===== config.mk =====
export PLATFORM = sky130hd
export DESIGN_NAME = gts_divider
export DESIGN_NICKNAME = d
export VERILOG_FILES = /design/src/rtl/core/gts_pkg.sv /design/src/rtl/core/gts_divider.sv
export SDC_FILE = /design/constraint.sdc
export NUM_CORES = 2
export LEC_CHECK = 0
export BUFFER_PORTS_ARGS = -buffer_cell sky130_fd_sc_hd__buf_4
export CORE_MARGIN = 2
export CORE_UTILIZATION = 30
export CTS_CLUSTER_DIAMETER = 120
export CTS_CLUSTER_SIZE = 20
export DETAILED_ROUTE_END_ITERATION = 12
export PLACE_DENSITY = 0.42
export SYNTH_ARGS = -nofsm -noshare
export SYNTH_HDL_FRONTEND = slang
export SYNTH_SLANG_ARGS = --single-unit

===== constraint.sdc =====
create_clock -name aclk -period 31.7 [get_ports aclk]
set_clock_uncertainty 0.15 [all_clocks]
set_input_delay 3.17 -clock aclk [delete_from_list [all_inputs] [get_ports aclk]]
set_output_delay 3.17 -clock aclk [all_outputs]
set_load 0.005 [all_outputs]

===== src/rtl/core/gts_pkg.sv =====
package gts_pkg;

    // Nanoseconds in one second, fits in 30 bits.
    localparam int NS_W = 30;
    localparam logic [NS_W-1:0] NS_PER_SEC = 30'd1000000000;

    // The period word keeps only its low 31 bits.
    localparam int PERIOD_W = 31;

    // Product of the clock count and one second in nanoseconds.
    localparam int PROD_W = 32 + NS_W;

    // Divider layout: two quotient bits resolved in each stage.
    localparam int QUO_W = 32;
    localparam int DIV_RADIX_BITS = 2;
    localparam int DIV_STAGES = QUO_W / DIV_RADIX_BITS;

    // Calendar constants. The March-based year is biased by one full
    // 400-year era so that every floor division works on a positive value.
    localparam int YEAR_W = 13;
    localparam logic [YEAR_W-1:0] YEAR_BIAS = 13'd400;
    localparam logic [31:0] DAYS_BIAS = 32'd865565;
    localparam logic [31:0] SEC_PER_DAY = 32'd86400;

    // Division by 25 as a multiply by a reciprocal; exact below 43690.
    localparam logic [12:0] RECIP25 = 13'd5243;
    localparam int RECIP_SHIFT = 17;

    // Day offset of the first of each month in a year that starts in March.
    function automatic logic [8:0] month_offset(input logic [7:0] month);
        logic [8:0] offset;
        case (month)
            8'd3:    offset = 9'd0;
            8'd4:    offset = 9'd31;
            8'd5:    offset = 9'd61;
            8'd6:    offset = 9'd92;
            8'd7:    offset = 9'd122;
            8'd8:    offset = 9'd153;
            8'd9:    offset = 9'd184;
            8'd10:   offset = 9'd214;
            8'd11:   offset = 9'd245;
            8'd12:   offset = 9'd275;
            8'd1:    offset = 9'd306;
            8'd2:    offset = 9'd337;
            default: offset = 9'd0;
        endcase
        return offset;
    endfunction

    // Word handed from the front end to the divider.
    typedef struct packed {
        logic [PROD_W-1:0]   prod;
        logic [PERIOD_W-1:0] period;
        logic [31:0]         secs;
        logic                date_err;
        logic                period_zero;
        logic                sat;
    } gts_front_out_t;

    // Word handed from the divider to the output stages.
    typedef struct packed {
        logic [QUO_W-1:0] quo;
        logic [31:0]      secs;
        logic             date_err;
        logic             period_zero;
        logic             sat;
    } gts_div_out_t;

endpackage


===== src/rtl/core/gts_divider.sv =====
module gts_divider import gts_pkg::*; (
    input  logic           aclk,
    input  logic           aresetn,
    input  logic           in_valid,
    output logic           in_ready,
    input  gts_front_out_t in_word,
    output logic           out_valid,
    input  logic           out_ready,
    output gts_div_out_t   out_word
);

    // Partial division state carried from stage to stage.
    typedef struct packed {
        logic [PERIOD_W-1:0] rem;
        logic [31:0]         low;
        logic [QUO_W-1:0]    quo;
        logic [PERIOD_W-1:0] period;
        logic [31:0]         secs;
        logic                date_err;
        logic                period_zero;
        logic                sat;
    } gts_div_stage_t;

    // Restoring division steps; the remainder stays below the period when the word is not saturated.
    function automatic gts_div_stage_t div_step(input gts_div_stage_t s);
        logic [PERIOD_W:0] trial;
        logic [PERIOD_W:0] pext;
        gts_div_stage_t    r;
        r = s;
        pext = {1'b0, s.period};
        for (int b = 0; b < DIV_RADIX_BITS; b++) begin
            trial = {r.rem, r.low[31]};
            r.low = {r.low[30:0], 1'b0};
            if (trial >= pext) begin
                trial = trial - pext;
                r.quo = {r.quo[QUO_W-2:0], 1'b1};
            end else begin
                r.quo = {r.quo[QUO_W-2:0], 1'b0};
            end
            r.rem = trial[PERIOD_W-1:0];
        end
        return r;
    endfunction

    logic [DIV_STAGES-1:0] valid_reg;
    logic [DIV_STAGES-1:0] rdy;
    gts_div_stage_t        stage_reg [DIV_STAGES];
    gts_div_stage_t        init_word;

    // The upper product word is the first partial remainder.
    always_comb begin
        init_word.rem         = {1'b0, in_word.prod[PROD_W-1:32]};
        init_word.low         = in_word.prod[31:0];
        init_word.quo         = '0;
        init_word.period      = in_word.period;
        init_word.secs        = in_word.secs;
        init_word.date_err    = in_word.date_err;
        init_word.period_zero = in_word.period_zero;
        init_word.sat         = in_word.sat;
    end

    assign rdy[DIV_STAGES-1] = !valid_reg[DIV_STAGES-1] || out_ready;
    assign in_ready = rdy[0];
    assign out_valid = valid_reg[DIV_STAGES-1];

    // One register stage per pair of quotient bits.
    for (genvar k = 0; k < DIV_STAGES; k++) begin : g_stage
        gts_div_stage_t cur;
        if (k == 0) begin : g_first
            assign cur = init_word;
        end else begin : g_rest
            assign cur = stage_reg[k-1];
            assign rdy[k-1] = !valid_reg[k-1] || rdy[k];
        end

        always_ff @(posedge aclk) begin
            if (rdy[k]) begin
                stage_reg[k] <= div_step(cur);
            end
        end
    end

    always_ff @(posedge aclk) begin
        if (!aresetn) begin
            valid_reg <= '0;
        end else begin
            if (rdy[0]) begin
                valid_reg[0] <= in_valid;
            end
            for (int i = 1; i < DIV_STAGES; i++) begin
                if (rdy[i]) begin
                    valid_reg[i] <= valid_reg[i-1];
                end
            end
        end
    end

    // Hand the quotient and the carried fields on.
    always_comb begin
        out_word.quo         = stage_reg[DIV_STAGES-1].quo;
        out_word.secs        = stage_reg[DIV_STAGES-1].secs;
        out_word.date_err    = stage_reg[DIV_STAGES-1].date_err;
        out_word.period_zero = stage_reg[DIV_STAGES-1].period_zero;
        out_word.sat         = stage_reg[DIV_STAGES-1].sat;
    end

endmodule


==> results.md <==
- Synth top area cells: edfxtp_1 (50%), ha_1 (10%), mux2_2 (5.1%)
- CTS tree: yes
- Cell area after synthesis: 120000 sq um
- Die width: 637 um
- Final hold viol count: 0
- Root Buffer Master: clkbuf_16
- Number of max-cap violations: 0
- Max-slew violations: 0
- Core area: 399000 sq um
- Longest Clk Path Bufs: 4
- Residual DRC: 0
- Number of flip-flops in the largest register: 2002
- Most frequent cell after synthesis: edfxtp_1
- Crit path kind: input port to output pin
- Worst Max-Slew Pin Slew: 1430 ps
- DRT Pass-1 Iters: 6
- Total track usage: 0.164
- Layout Utilization: 0.332
- Cts bufs inserted: 139
- Crit path time final: 10870 ps
- Largest net degree at the start of global routing: 82
- Routed WL: 342000 um
- GRT Residual Overflow: 0
- FF+latch area: 60400 sq um
- Crit share post-route: 0.343
- Unrepaired setup endpoints after global routing: no
- Worst-path clk slew: 90 ps
- # nets final: 12.0k
- Class of the tightest hold or removal check: register to register
- Status: completed
- Layout cells sized above 1: 0.105
- CP Launch Type: input port
- Initial antenna violation count: 10
- Number of global-route vias before repair: 82.2k
- Ys async rst share: 0
- Rows: 232
- Multi-input logic area: 56100 sq um
- Post-synth top cells: edfxtp_1 (2002), ha_1 (992), a21oi_1 (935)
- Layout area overhead: 10.3%
- Cell count after synthesis: 10.6k
- Distinct cells, synth: 94
- Post-DRT Antenna Nets: 0
- Slew HR: 0.0310
- Ys flop type: edfxtp_1
- Mapped Nets: 11.7k
- Yosys warns: 0
- DP HPWL: 272000 um
- Yosys reg bits: 2018
- CP Max Fanout: 39
- Post-CTS setup buffers: 0
- I/O Buffers: 200
- Post-synth EDFFs: 2002
- Post-Syn Area per Cell: 11.3 sq um
- Die area: 405000 sq um
- DR WL/cell: 21.1 um
- Worst skew pair latency: 890 ps
- Area leader, netlist: edfxtp_1
- First-pass GRT wire length: 516000 um
- Io pins: 201
- Post-synth top area share: 0.501
- Drt via density: 5.05
- Die H: 637 um
- Hold_buf cts: 0
- RD Place Congestion: 0.893
- Initial DRC Count: 5595
- CTS HTree Levels: 4
- Fillcell total: 39.8k
- Critical Path RT: 28380 ps
- FMAX: 92.0 MHz
- Worst EP arrival: 7550 ps
- Final Setup Violations: 0
- Crit. End Element: output pin
- Clk sinks: 2018
- Hold Worst Slack: 231 ps
- Post-cts sizing count: 0
- Initial Util: 0.301
- Vias: 81.7k
- Total negative slack: 0 ps
- Sequential-to-total area share from yosys stat: 0.503
## through the flow
step	area (sq um)	instances	worst slack, ps
after floorplan	120000	10600	16820
after global placement	128000	16000	20000
after detailed placement	128000	16000	19950
after CTS	132000	16200	20670
after global routing	133000	16200	20340
final	133000	16200	20830
## area by class of cell
| cell class | count | share of cell area |
|---|---|---|
| Antenna cell | 18 | 0.000340 |
| Timing Repair Buffer | 269 | 0.0154 |
| Tap cell | 5265 | 0.0497 |
| Clock buffer | 159 | 0.0271 |
| Sequential cell | 2018 | 0.456 |
| Multi-Input combinational cell | 7588 | 0.423 |
| Inverter | 817 | 0.0235 |
| Clock inverter | 53 | 0.00506 |
## worst max-delay path, stage by stage
cell,delay (ps)
buf_4,110
nor2b_1,430
inv_4,300
nor2_1,400
and2_1,380
and3_1,320
and2_1,440
inv_6,230
nor2_1,370
and2_1,390
and3_1,400
nand2_4,260
buf_4,280
## path summary, 6_finish.rpt
path,cells after the start,endpoint,startpoint,slack [ps]
setup / recovery,13,in_ready,out_ready,20830
hold / removal,0,stage_reg[0][188],stage_reg[0][29],230
setup reg to reg,25,stage_reg[1][608],stage_reg[1][445],22280
hold reg to reg,0,stage_reg[0][188],stage_reg[0][29],230
## metal layers
metal | wire length, um | vias up | track usage
li1 | - | 40100 | -
met1 | 157000 | 39800 | 0.218
met2 | 167000 | 1396 | 0.288
met3 | 10700 | 318 | 0.0160
met4 | 7900 | 0 | 0.0369
met5 | 0 | - | 0
## placed cells by master, fill, tap and decap left out, types with 65 or more instances in the layout
master     Yosys  routed
a21o_1       383     383
buf_4          2     267
nand2_1      578     571
mux2_2       547     547
o21bai_1     116     116
o21a_1       163     162
o21ai_0      572     569
edfxtp_1    2002    2002
nand4_1      126     126
nor2b_1      112     112
xor2_1       192     192
xnor2_1      585     585
nor3_1       162     162
and3_1        94      94
nor2_1       677     676
nand3_1      154     153
nand2b_1     121     121
a31oi_1      103     103
a211oi_1      88      88
clkbuf_16      0     141
inv_1        808     799
a21oi_1      935     934
ha_1         992     992
o31ai_1       65      65
## logic make-up (layout without fill, tap and decap cells)
family                   Yosys count  in the layout  share of synthesized area
AO/OA/AOI/OAI                   2892           2892                      0.153
XOR/XNOR                         777            777                     0.0567
adder cells (fa/ha/maj)         1023           1023                      0.109
buffers and inverters            985           1298                     0.0314
flip-flops                      2018           2018                      0.503
multiplexers                     588            588                     0.0547
other                              0             18                          0
AND/OR/NAND/NOR                 2308           2308                     0.0924
Power is not shown: default switching activity piles up to over one toggle a cycle in this logic, so the estimate is an artifact.
