$ cat config.mk
export PLATFORM = sky130hd
export DESIGN_NAME = gts_back
export DESIGN_NICKNAME = d
export VERILOG_FILES = /design/src/rtl/core/gts_pkg.sv /design/src/rtl/core/gts_back.sv
export SDC_FILE = /design/constraint.sdc
export NUM_CORES = 1
export LEC_CHECK = 0
export BUFFER_PORTS_ARGS = -buffer_cell sky130_fd_sc_hd__buf_4
export CORE_ASPECT_RATIO = 1.2
export CORE_MARGIN = 3
export CORE_UTILIZATION = 25
export CTS_CLUSTER_DIAMETER = 60
export CTS_CLUSTER_SIZE = 20
export DETAILED_ROUTE_END_ITERATION = 8
export PLACE_DENSITY = 0.44
export SYNTH_ARGS = -nofsm -noshare
export SYNTH_HDL_FRONTEND = slang
export SYNTH_SLANG_ARGS = --single-unit
$ cat constraint.sdc
create_clock -name aclk -period 11 [get_ports aclk]
set_input_delay 1.1 -clock aclk [delete_from_list [all_inputs] [get_ports aclk]]
set_output_delay 1.1 -clock aclk [all_outputs]
set_load 0.02 [all_outputs]
$ cat src/rtl/core/gts_pkg.sv
package gts_pkg;

    // Nanoseconds in one second, fits in 30 bits.
    localparam int NS_W = 30;
    localparam logic [NS_W-1:0] NS_PER_SEC = 30'd1000000000;

    // The period word keeps only its low 31 bits.
    localparam int PERIOD_W = 31;

    // Product of the clock count and one second in nanoseconds.
    localparam int PROD_W = 32 + NS_W;

    // Divider layout: two quotient bits resolved in each stage.
    localparam int QUO_W = 32;
    localparam int DIV_RADIX_BITS = 2;
    localparam int DIV_STAGES = QUO_W / DIV_RADIX_BITS;

    // Calendar constants. The March-based year is biased by one full
    // 400-year era so that every floor division works on a positive value.
    localparam int YEAR_W = 13;
    localparam logic [YEAR_W-1:0] YEAR_BIAS = 13'd400;
    localparam logic [31:0] DAYS_BIAS = 32'd865565;
    localparam logic [31:0] SEC_PER_DAY = 32'd86400;

    // Division by 25 as a multiply by a reciprocal; exact below 43690.
    localparam logic [12:0] RECIP25 = 13'd5243;
    localparam int RECIP_SHIFT = 17;

    // Day offset of the first of each month in a year that starts in March.
    function automatic logic [8:0] month_offset(input logic [7:0] month);
        logic [8:0] offset;
        case (month)
            8'd3:    offset = 9'd0;
            8'd4:    offset = 9'd31;
            8'd5:    offset = 9'd61;
            8'd6:    offset = 9'd92;
            8'd7:    offset = 9'd122;
            8'd8:    offset = 9'd153;
            8'd9:    offset = 9'd184;
            8'd10:   offset = 9'd214;
            8'd11:   offset = 9'd245;
            8'd12:   offset = 9'd275;
            8'd1:    offset = 9'd306;
            8'd2:    offset = 9'd337;
            default: offset = 9'd0;
        endcase
        return offset;
    endfunction

    // Word handed from the front end to the divider.
    typedef struct packed {
        logic [PROD_W-1:0]   prod;
        logic [PERIOD_W-1:0] period;
        logic [31:0]         secs;
        logic                date_err;
        logic                period_zero;
        logic                sat;
    } gts_front_out_t;

    // Word handed from the divider to the output stages.
    typedef struct packed {
        logic [QUO_W-1:0] quo;
        logic [31:0]      secs;
        logic             date_err;
        logic             period_zero;
        logic             sat;
    } gts_div_out_t;

endpackage

$ cat src/rtl/core/gts_back.sv
module gts_back import gts_pkg::*; (
    input  logic         aclk,
    input  logic         aresetn,
    input  logic         in_valid,
    output logic         in_ready,
    input  gts_div_out_t in_word,
    output logic         out_valid,
    input  logic         out_ready,
    output logic [31:0]  epoch_seconds,
    output logic [31:0]  nanoseconds,
    output logic [63:0]  total_nanoseconds,
    output logic         date_error,
    output logic         fraction_saturated
);

    logic [1:0]  valid_reg;
    logic [1:0]  rdy;

    logic [31:0] secs1_reg;
    logic [31:0] ns1_reg;
    logic [63:0] sec_ns1_reg;
    logic        err1_reg;
    logic        sat1_reg;

    logic [31:0] secs2_reg;
    logic [31:0] ns2_reg;
    logic [63:0] total2_reg;
    logic        err2_reg;
    logic        sat2_reg;

    logic [31:0] ns_next;
    logic        sat_next;

    assign rdy[1]    = !valid_reg[1] || out_ready;
    assign rdy[0]    = !valid_reg[0] || rdy[1];
    assign in_ready  = rdy[0];
    assign out_valid = valid_reg[1];

    always_ff @(posedge aclk) begin
        if (!aresetn) begin
            valid_reg <= '0;
        end else begin
            if (rdy[0]) begin
                valid_reg[0] <= in_valid;
            end
            if (rdy[1]) begin
                valid_reg[1] <= valid_reg[0];
            end
        end
    end

    // A zero period gives no fraction; an overflowing one pins to all ones.
    always_comb begin
        ns_next  = in_word.quo;
        sat_next = in_word.sat;
        if (in_word.period_zero) begin
            ns_next  = '0;
            sat_next = 1'b0;
        end else if (in_word.sat) begin
            ns_next = '1;
        end
    end

    // First stage: whole seconds scaled to nanoseconds.
    always_ff @(posedge aclk) begin
        if (rdy[0]) begin
            secs1_reg   <= in_word.secs;
            ns1_reg     <= ns_next;
            sec_ns1_reg <= {32'd0, in_word.secs} * {34'd0, NS_PER_SEC};
            err1_reg    <= in_word.date_err;
            sat1_reg    <= sat_next;
        end
    end

    // Second stage: add the fraction and hold the result word.
    always_ff @(posedge aclk) begin
        if (rdy[1]) begin
            secs2_reg  <= secs1_reg;
            ns2_reg    <= ns1_reg;
            total2_reg <= sec_ns1_reg + {32'd0, ns1_reg};
            err2_reg   <= err1_reg;
            sat2_reg   <= sat1_reg;
        end
    end

    assign epoch_seconds      = secs2_reg;
    assign nanoseconds        = ns2_reg;
    assign total_nanoseconds  = total2_reg;
    assign date_error         = err2_reg;
    assign fraction_saturated = sat2_reg;

endmodule

==> flow_metrics.py <==
metrics = {
    "synth": {
        "synth_nets": 2653,
        "synth.distinct_cells": 61,
        "synthCells": 1981,
        "ys_seq_area_share_pct": 31.44,
        "synth_enable_flop_cells": 237,
        "syn_area_um2": 22760,
        "synth_warnings": 0,
        "avgSynthCellArea_um2": 11.49,
        "synth-seq-cells": 239,
        "synthArstFlopShare_pct": 0,
        "ys.flop_type": "edfxtp_1",
    },
    "global_route": {
        "antenna_found_initial": 1,
        "grt_use_total_pct": 12.91,
        "grt_start_max_net_pins": 62,
        "grt_overflow": 0,
        "grt_pass1_wl_um": 93160,
        "grt_pass1_vias": 15904,
    },
    "worst_setup_path": {
        "path_buf_inv": 5,
        "r2r_slack_ns": 7.42,
        "slowest_delay_ns": 0.60,
        "path_common_cell": "fa_1",
        "cp_cell_sequence": "buf_4, inv_1, fa_1, fa_1, fa_1, fa_1, fa_1, inv_1, fa_1, inv_1, fa_1, inv_1, ha_1, a21o_1, a21o_1, a21oi_1, o221ai_1, nand2_1, o31a_1, o21ai_1, a31o_2, a211o_1",
        "critPathTopFamily": "adder cells",
        "crit_arrival_ns": 7.52,
        "crit_fanout": 8,
        "cp-start-kind": "primary input",
        "end_kind": "flip-flop",
        "crit_slowest_cell": "fa_1",
        "cp.required_ns": 11.35,
        "crit_type": "in -> reg",
    },
    "status": {
        "status": "completed",
    },
    "placement": {
        "gp_congestion": 0.8512,
        "dp_cells": 3305,
        "hpwl_um": 51540,
        "numPortBuffers": 201,
        "pre_cts_slack_ns": 3.205,
    },
    "min_path": {
        "hp-class": "reg -> reg",
    },
    "cts": {
        "clkSinkCount": 239,
        "cts_resized": 0,
        "cts-hold-fix-buffers": 0,
        "cts_buffers": 29,
        "post_cts.repair.setup_buffers": 0,
        "clkSlewWorstSetupHoldPaths_ns": 0.07,
        "clockBufferDepth": 3,
        "cts_root_buffer": "clkbuf_16",
        "h-tree-depth": 1,
        "clock_latency_ns": 0.61,
        "cts_tree": "built",
    },
    "drt": {
        "final_antenna_net_count": 0,
        "wl_per_cell_um": 18.05,
        "drt_wl_total_um": 60660,
        "drt_iter0_drc": 689,
        "first_pass_iters": 5,
        "vias": 14377,
        "drc": 0,
        "vias_per_cell": 4.279,
    },
    "sta": {
        "setup_viol": 0,
        "finalHoldViolations": 0,
        "rsz0062_at_grt": "false",
        "fin_ws_ns": 3.834,
        "tightest_slew_ns": 0.9047,
        "fmax_ghz": 0.1395,
        "period_share_pct": 65.15,
        "slew_headroom_pct": 39.69,
        "tns_ns": 0,
        "maxSlewViolCount": 0,
        "skew_ns": 0.01515,
        "hold_slack_ns": 0.4103,
        "fin_crit_ns": 7.166,
    },
    "finish": {
        "stdcell_count": 3360,
        "mostFrequentLayoutCell": "inv_1",
        "layout_common_cells": "500 x inv_1, 313 x fa_1, 288 x ha_1",
        "fin_nets": 2849,
        "largest_reg_flops": 54,
        "drive_above_1_share_pct": 12.09,
        "area_growth_pct": 16.98,
    },
    "floorplan": {
        "start_util_pct": 25.35,
        "die_y_um": 336.5,
        "io_pins": 203,
        "rows": 120,
        "design.die.area_um2": 94720,
        "die_width_um": 281.5,
        "core_area_um2": 89790,
    },
    "job": {
        "drv_cap": 0,
    },
}
## synthesized netlist by cell type, drive strengths merged (2+ instances only)
master     n  area, µm²
a211o      2      17.52
nor2     105      394.1
edfxtp   237       7117
fa       313       6266
o221ai     2      17.52
o22ai      2      12.51
ha       288       3603
o2111ai    4      35.03
nand2     50      187.7
inv      501       1881
a31oi     13      81.33
nand4     11      68.82
xor2      42      367.9
a211oi     6      45.04
clkbuf    24      90.09
nand3     18      90.09
nor4       2      12.51
xnor2     56      490.5
o31a       3      26.28
nor2b     12      75.07
o211a      2      20.02
o31ai      4      35.03
dfxtp      2      40.04
a221o      2      20.02
o21bai     9      67.56
nand2b     6      37.54
a21boi     3      22.52
or3        3      23.77
a21o      53      399.1
a21oi     63      319.1
or2        2      12.51
o21a       8      60.06
buf       15      98.84
nor3b      2      20.02
and2       9      56.30
and3      22      138.9
a221oi     5      50.04
o21ai     42      210.2
o211ai    10      75.07
nor3      18      90.09
## metrics by stage
step	area (µm²)	utilization, %
3_5_place_dp	25570	28.48
4_1_cts	26620	29.65
6_report	26630	29.66
5_1_grt	26620	29.65
3_3_place_gp	25570	28.48
2_1_floorplan	22760	-
## final timing paths
path              cells past startpoint                      from                              end
setup / recovery                     22                in_word[9]        sec_ns1_reg[58]$_DFFE_PP_
hold / removal                        0    secs1_reg[9]$_DFFE_PP_       epoch_seconds[9]$_DFFE_PP_
setup reg to reg                     12  ns1_reg[9]$_SDFFCE_PP0P_  total_nanoseconds[45]$_DFFE_PP_
hold reg to reg                       0    secs1_reg[9]$_DFFE_PP_       epoch_seconds[9]$_DFFE_PP_
## cell families (layout without fill, tap and decap cells)
logic type      count (synthesis)  count (layout)  share of synthesized area, %
compound gates                238             238                         6.866
simple gates                  264             264                         5.453
other cells                     1               2                       0.01647
buf+inv                       540             759                         9.092
flops                         239             239                         31.44
xor+xnor                       98              98                         3.771
fa+ha+maj                     601             601                         43.36
## layout make-up
type / instances / area (µm²)
Clock buffer: 30 / 729.5
Inverter: 501 / 1886
Tap cell: 1159 / 1450
Clock inverter: 24 / 327.8
Antenna cell: 1 / 2.502
Timing Repair Buffer: 204 / 1531
Multi-Input combinational cell: 1202 / 13540
Sequential cell: 239 / 7157
Fill cell: 9301 / 63160
## metal layers
layer  wire, µm  GRT usage (%)  vias up
met5          0              0        -
met4       1767          3.838        0
met3       2523          1.773       74
met2      31940          24.12      298
met1      24420          15.26     7186
li1           -              -     6819
Power is left out: the tool's default activity adds up to more than one toggle a clock period on the data nets, which glitch-free logic cannot reach.
