--- config.mk ---
export PLATFORM = sky130hd
export DESIGN_NAME = gts_front
export DESIGN_NICKNAME = d
export VERILOG_FILES = /design/src/rtl/core/gts_pkg.sv /design/src/rtl/core/gts_front.sv
export SDC_FILE = /design/constraint.sdc
export NUM_CORES = 2
export LEC_CHECK = 0
export ABC_AREA = 0
export BUFFER_PORTS_ARGS = -buffer_cell sky130_fd_sc_hd__buf_2
export CAP_MARGIN = 20
export CORE_ASPECT_RATIO = 1.4
export CORE_UTILIZATION = 60
export CTS_CLUSTER_SIZE = 25
export DETAILED_ROUTE_END_ITERATION = 16
export GPL_TIMING_DRIVEN = 0
export PLACE_DENSITY = 0.81
export SETUP_SLACK_MARGIN = 0.4
export SLEW_MARGIN = 10
export SYNTH_ARGS = -nofsm -noshare
export SYNTH_HDL_FRONTEND = slang
export SYNTH_SLANG_ARGS = --single-unit
--- constraint.sdc ---
create_clock -name aclk -period 18.8 [get_ports aclk]
set_input_delay 4.7 -clock aclk [delete_from_list [all_inputs] [get_ports aclk]]
set_output_delay 4.7 -clock aclk [all_outputs]
set_load 0.01 [all_outputs]
--- src/rtl/core/gts_pkg.sv ---
package gts_pkg;

    // Nanoseconds in one second, fits in 30 bits.
    localparam int NS_W = 30;
    localparam logic [NS_W-1:0] NS_PER_SEC = 30'd1000000000;

    // The period word keeps only its low 31 bits.
    localparam int PERIOD_W = 31;

    // Product of the clock count and one second in nanoseconds.
    localparam int PROD_W = 32 + NS_W;

    // Divider layout: two quotient bits resolved in each stage.
    localparam int QUO_W = 32;
    localparam int DIV_RADIX_BITS = 2;
    localparam int DIV_STAGES = QUO_W / DIV_RADIX_BITS;

    // Calendar constants. The March-based year is biased by one full
    // 400-year era so that every floor division works on a positive value.
    localparam int YEAR_W = 13;
    localparam logic [YEAR_W-1:0] YEAR_BIAS = 13'd400;
    localparam logic [31:0] DAYS_BIAS = 32'd865565;
    localparam logic [31:0] SEC_PER_DAY = 32'd86400;

    // Division by 25 as a multiply by a reciprocal; exact below 43690.
    localparam logic [12:0] RECIP25 = 13'd5243;
    localparam int RECIP_SHIFT = 17;

    // Day offset of the first of each month in a year that starts in March.
    function automatic logic [8:0] month_offset(input logic [7:0] month);
        logic [8:0] offset;
        case (month)
            8'd3:    offset = 9'd0;
            8'd4:    offset = 9'd31;
            8'd5:    offset = 9'd61;
            8'd6:    offset = 9'd92;
            8'd7:    offset = 9'd122;
            8'd8:    offset = 9'd153;
            8'd9:    offset = 9'd184;
            8'd10:   offset = 9'd214;
            8'd11:   offset = 9'd245;
            8'd12:   offset = 9'd275;
            8'd1:    offset = 9'd306;
            8'd2:    offset = 9'd337;
            default: offset = 9'd0;
        endcase
        return offset;
    endfunction

    // Word handed from the front end to the divider.
    typedef struct packed {
        logic [PROD_W-1:0]   prod;
        logic [PERIOD_W-1:0] period;
        logic [31:0]         secs;
        logic                date_err;
        logic                period_zero;
        logic                sat;
    } gts_front_out_t;

    // Word handed from the divider to the output stages.
    typedef struct packed {
        logic [QUO_W-1:0] quo;
        logic [31:0]      secs;
        logic             date_err;
        logic             period_zero;
        logic             sat;
    } gts_div_out_t;

endpackage

--- src/rtl/core/gts_front.sv ---
module gts_front import gts_pkg::*; (
    input  logic           aclk,
    input  logic           aresetn,
    input  logic           in_valid,
    output logic           in_ready,
    input  logic [11:0]    year,
    input  logic [7:0]     month,
    input  logic [7:0]     day,
    input  logic [7:0]     hour,
    input  logic [7:0]     minute,
    input  logic [7:0]     second,
    input  logic [7:0]     leap_seconds,
    input  logic [31:0]    clock_count,
    input  logic [31:0]    clock_period,
    output logic           out_valid,
    input  logic           out_ready,
    output gts_front_out_t out_word
);

    localparam int NSTG = 4;

    logic [NSTG-1:0] valid_reg;
    logic [NSTG-1:0] rdy;

    // Stage 1 registers.
    logic [YEAR_W-1:0]   y1_reg;
    logic [8:0]          doy1_reg;
    logic [17:0]         hms1_reg;
    logic                err1_reg;
    logic [PROD_W-1:0]   prod1_reg;
    logic [PERIOD_W-1:0] per1_reg;

    // Stage 2 registers.
    logic [20:0]         y365_2_reg;
    logic [10:0]         y4_2_reg;
    logic [5:0]          c100_2_reg;
    logic [3:0]          c400_2_reg;
    logic [8:0]          doy2_reg;
    logic [17:0]         hms2_reg;
    logic                err2_reg;
    logic [PROD_W-1:0]   prod2_reg;
    logic [PERIOD_W-1:0] per2_reg;
    logic                pz2_reg;
    logic                sat2_reg;

    // Stage 3 registers.
    logic [31:0]         days3_reg;
    logic [17:0]         hms3_reg;
    logic                err3_reg;
    logic [PROD_W-1:0]   prod3_reg;
    logic [PERIOD_W-1:0] per3_reg;
    logic                pz3_reg;
    logic                sat3_reg;

    // Stage 4 register.
    gts_front_out_t      out_reg;

    // Combinational values feeding the stages.
    logic                early_next;
    logic [YEAR_W-1:0]   y1_next;
    logic [8:0]          doy1_next;
    logic [17:0]         hms1_next;
    logic                err1_next;
    logic [PROD_W-1:0]   prod1_next;
    logic [22:0]         c100_full;
    logic [20:0]         c400_full;
    logic [31:0]         days3_next;
    logic [31:0]         secs4_next;

    // A stage takes a new word when it is empty or its word moves on.
    assign rdy[NSTG-1] = !valid_reg[NSTG-1] || out_ready;
    for (genvar i = 0; i < NSTG - 1; i++) begin : g_rdy
        assign rdy[i] = !valid_reg[i] || rdy[i+1];
    end
    assign in_ready  = rdy[0];
    assign out_valid = valid_reg[NSTG-1];
    assign out_word  = out_reg;

    always_ff @(posedge aclk) begin
        if (!aresetn) begin
            valid_reg <= '0;
        end else begin
            if (rdy[0]) begin
                valid_reg[0] <= in_valid;
            end
            for (int i = 1; i < NSTG; i++) begin
                if (rdy[i]) begin
                    valid_reg[i] <= valid_reg[i-1];
                end
            end
        end
    end

    // Stage 1: range check, March-based year, day of year, time of day and
    // the count scaled to nanoseconds.
    always_comb begin
        err1_next = !(month inside {[8'd1:8'd12]}) || !(day inside {[8'd1:8'd31]}) ||
                    (hour > 8'd23) || (minute > 8'd59) || (second > 8'd60);
        early_next = (month <= 8'd2);
        y1_next = {1'b0, year} + YEAR_BIAS - {{(YEAR_W-1){1'b0}}, early_next};
        doy1_next = month_offset(month) + {1'b0, day} - 9'd1;
        hms1_next = 18'(hour) * 18'd3600 + 18'(minute) * 18'd60 + 18'(second)
                    - 18'(leap_seconds);
        prod1_next = {{NS_W{1'b0}}, clock_count} * {{32{1'b0}}, NS_PER_SEC};
    end

    always_ff @(posedge aclk) begin
        if (rdy[0]) begin
            y1_reg    <= y1_next;
            doy1_reg  <= doy1_next;
            hms1_reg  <= hms1_next;
            err1_reg  <= err1_next;
            prod1_reg <= prod1_next;
            per1_reg  <= clock_period[PERIOD_W-1:0];
        end
    end

    // Stage 2: century and era counts, and the saturation test. The
    // quotient overflows 32 bits exactly when the upper product word
    // reaches the period.
    always_comb begin
        c100_full = 23'(y1_reg[YEAR_W-1:2]) * 23'(RECIP25);
        c400_full = 21'(y1_reg[YEAR_W-1:4]) * 21'(RECIP25);
    end

    always_ff @(posedge aclk) begin
        if (rdy[1]) begin
            y365_2_reg <= 21'(y1_reg) * 21'd365;
            y4_2_reg   <= y1_reg[YEAR_W-1:2];
            c100_2_reg <= c100_full[RECIP_SHIFT+5:RECIP_SHIFT];
            c400_2_reg <= c400_full[RECIP_SHIFT+3:RECIP_SHIFT];
            doy2_reg   <= doy1_reg;
            hms2_reg   <= hms1_reg;
            err2_reg   <= err1_reg;
            prod2_reg  <= prod1_reg;
            per2_reg   <= per1_reg;
            pz2_reg    <= (per1_reg == '0);
            sat2_reg   <= ({1'b0, prod1_reg[PROD_W-1:32]} >= per1_reg);
        end
    end

    // Stage 3: days since 1970, modulo 2^32.
    always_comb begin
        days3_next = 32'(y365_2_reg) + 32'(y4_2_reg) - 32'(c100_2_reg)
                     + 32'(c400_2_reg) + 32'(doy2_reg) - DAYS_BIAS;
    end

    always_ff @(posedge aclk) begin
        if (rdy[2]) begin
            days3_reg <= days3_next;
            hms3_reg  <= hms2_reg;
            err3_reg  <= err2_reg;
            prod3_reg <= prod2_reg;
            per3_reg  <= per2_reg;
            pz3_reg   <= pz2_reg;
            sat3_reg  <= sat2_reg;
        end
    end

    // Stage 4: seconds since 1970; a bad date gives zero.
    always_comb begin
        secs4_next = days3_reg * SEC_PER_DAY + {{14{hms3_reg[17]}}, hms3_reg};
        if (err3_reg) begin
            secs4_next = '0;
        end
    end

    always_ff @(posedge aclk) begin
        if (rdy[3]) begin
            out_reg.prod        <= prod3_reg;
            out_reg.period      <= per3_reg;
            out_reg.secs        <= secs4_next;
            out_reg.date_err    <= err3_reg;
            out_reg.period_zero <= pz3_reg;
            out_reg.sat         <= sat3_reg;
        end
    end

endmodule

==> results.sh <==
export IMPL_clock_fmax_ghz=0.0888
export IMPL_path_class="input pin to output port"
export IMPL_path_clk_slew_ns=0.07
export IMPL_via_count=28200
export IMPL_cpPeakStageDelay_ns=0.49
export IMPL_grt_pass1_wl_um=152000
export IMPL_crit_chain="buf_2, nor2b_1, and3_1, nand2_4, buf_12, buf_2"
export IMPL_drt_total_wl_um=94800
export IMPL_clock_latency_ns=0.61
export IMPL_yosys_warnings=0
export IMPL_maxSlewViolCount=0
export IMPL_largest_reg_flops=119
export IMPL_cts_buffers=46
export IMPL_netlist_area_mm2=0.0457
export IMPL_syn_area_per_cell_um2=11.8
export IMPL_synth_area_mux_share=0.000684
export IMPL_cp_slowest_cell="nor2b_1"
export IMPL_ys_seq_area_frac=0.350
export IMPL_relSlewSlack=0.373
export IMPL_ctsRootBufferMaster="clkbuf_16"
export IMPL_nNetsFinal=5507
export IMPL_post_cts_resize_count=0
export IMPL_placementRows=119
export IMPL_synthSimpleGateAreaFrac=0.0465
export IMPL_track_usage=0.252
export IMPL_layout_common_cells="1024 x inv_1, 694 x ha_1, 530 x edfxtp_1"
export IMPL_wl_per_cell_um=18.2
export IMPL_period_minus_slack_ns=11.26
export IMPL_synth_area_top_cells="edfxtp_1 35%, fa_1 22%, ha_1 19%"
export IMPL_drv_cap=0
export IMPL_die_y_um=329
export IMPL_holdBufCountCts=0
export IMPL_ys_flop_type="edfxtp_1"
export IMPL_grt_pass1_vias=30100
export IMPL_cp_start_kind="input pin"
export IMPL_synthCells=3880
export IMPL_yosys_area_top_type_share=0.348
export IMPL_synth_edf_count=530
export IMPL_ys_seq_elements=534
export IMPL_worstPathArrival_ns=6.56
export IMPL_area_growth_synth_to_final_pct=9.69
export IMPL_dr_pass1_iters=5
export IMPL_rsz0062_at_grt="false"
export IMPL_grt_overflow=0
export IMPL_tns_ns=0
export IMPL_finalHoldViolations=0
export IMPL_port_buffers=247
export IMPL_synthXorXnorAreaFrac=0.0393
export IMPL_cts_tree="yes"
export IMPL_cts_sinks=534
export IMPL_htreeDepth=2
export IMPL_cp_max_fo=33
export IMPL_drt_initial_drc_count=1185
export IMPL_fp_dieW_um=235
export IMPL_die_area_mm2=0.0773
export IMPL_synth_compound_area_frac=0.0690
export IMPL_crit_family="simple AND/OR/NAND/NOR gates"
export IMPL_routed_via_density=5.42
export IMPL_crit_top_cell="buf_2"
export IMPL_core_area_mm2=0.0753
export IMPL_hold_path_class="flip-flop to flip-flop"
export IMPL_synth_top_family_by_area="adder cells"
export IMPL_drive_above_1_share=0.0897
export IMPL_gp_congestion=0.936
export IMPL_hpwlAfterDp_um=79700
export IMPL_grt_start_max_net_pins=111
export IMPL_synth_fa_ha_area_frac=0.407
export IMPL_io_pins=258
export IMPL_drc=0
export IMPL_async_flop_share=0
export IMPL_endpoint_kind="output port"
export IMPL_mostFrequentLayoutCell="inv_1"
export IMPL_status="complete, no violations"
export IMPL_synth_distinct_cells=89
export IMPL_tightest_slew_ns=0.917
export IMPL_crit_buf_inv=3
export IMPL_antenna_found_initial=16
export IMPL_ant_nets=0
export IMPL_finClkSkew_ns=0.0511
export IMPL_start_util=0.607
export IMPL_required_ns=14.10
export IMPL_min_period_over_period=0.599
export IMPL_yosysTopAreaCell="edfxtp_1"
export IMPL_setup_violations=0
export IMPL_postCtsSetupRepairBufs=0
export IMPL_clock_path_buffers=3
-- layer usage --
layer  up-vias  GRT usage  wire length [µm]
met5         -          0                98
met4        14      0.105              4070
met3       242     0.0299              4110
met2       681      0.479             50500
met1     13900      0.285             36100
li1      13400          -                 -
-- path summary, 6_finish.rpt --
check,slack [ns],cells after the start,from,to
setup reg to reg,10.94,27,days3_reg[1]$_DFFE_PP_,out_word[33]$_SDFFCE_PP0P_
hold reg to reg,0.40,0,prod3_reg[45]$_DFFE_PP_,out_word[111]$_DFFE_PP_
hold / removal,0.40,0,prod3_reg[45]$_DFFE_PP_,out_word[111]$_DFFE_PP_
setup / recovery,7.54,6,out_ready,in_ready
-- cell usage after synthesis (27+ instances only) --
| cell | n |
|---|---|
| a21oi_1 | 144 |
| nand2_1 | 82 |
| xnor2_1 | 145 |
| nand3_1 | 36 |
| nor2b_1 | 42 |
| o21ai_0 | 64 |
| inv_1 | 1026 |
| edfxtp_1 | 530 |
| ha_1 | 694 |
| fa_1 | 496 |
| nor3_1 | 28 |
| o21bai_1 | 27 |
| nor2_1 | 108 |
| a21o_1 | 72 |
| xor2_1 | 60 |
-- kinds of logic (layout without fill, tap and decap cells) --
kind of cell / Yosys count / in the layout
buffers and inverters: 1051 / 1390
multiplexers: 3 / 3
AO/OA/AOI/OAI: 480 / 480
adder cells (fa/ha/maj): 1190 / 1190
other: 1 / 15
flip-flops: 534 / 534
XOR/XNOR: 205 / 205
AND/OR/NAND/NOR: 416 / 416
-- final cells by class --
class	instances	area (µm²)
clock buffer	50	1170
sequential	534	16000
clock inverter	36	578
multi-input combinational	2303	25800
tap	968	1210
fill	5526	25200
buffer	25	146
antenna	6	15.0
timing repair buffer	253	1390
inverter	1026	3860
-- through the flow --
step	setup WS, ns	util	cell area, µm²	hold WS (ns)	cells
2_1_floorplan	6.42	-	45700	0.400	3888
3_3_place_gp	4.68	0.640	48200	0.401	5103
3_5_place_dp	7.20	0.642	48400	0.405	5109
4_1_cts	7.52	0.665	50100	0.404	5195
5_1_grt	7.40	0.665	50100	0.403	5197
6_report	7.54	0.666	50100	0.405	5201
Power is left out: the tool's default activity adds up to more than one toggle a clock period on the data nets, which glitch-free logic cannot reach.
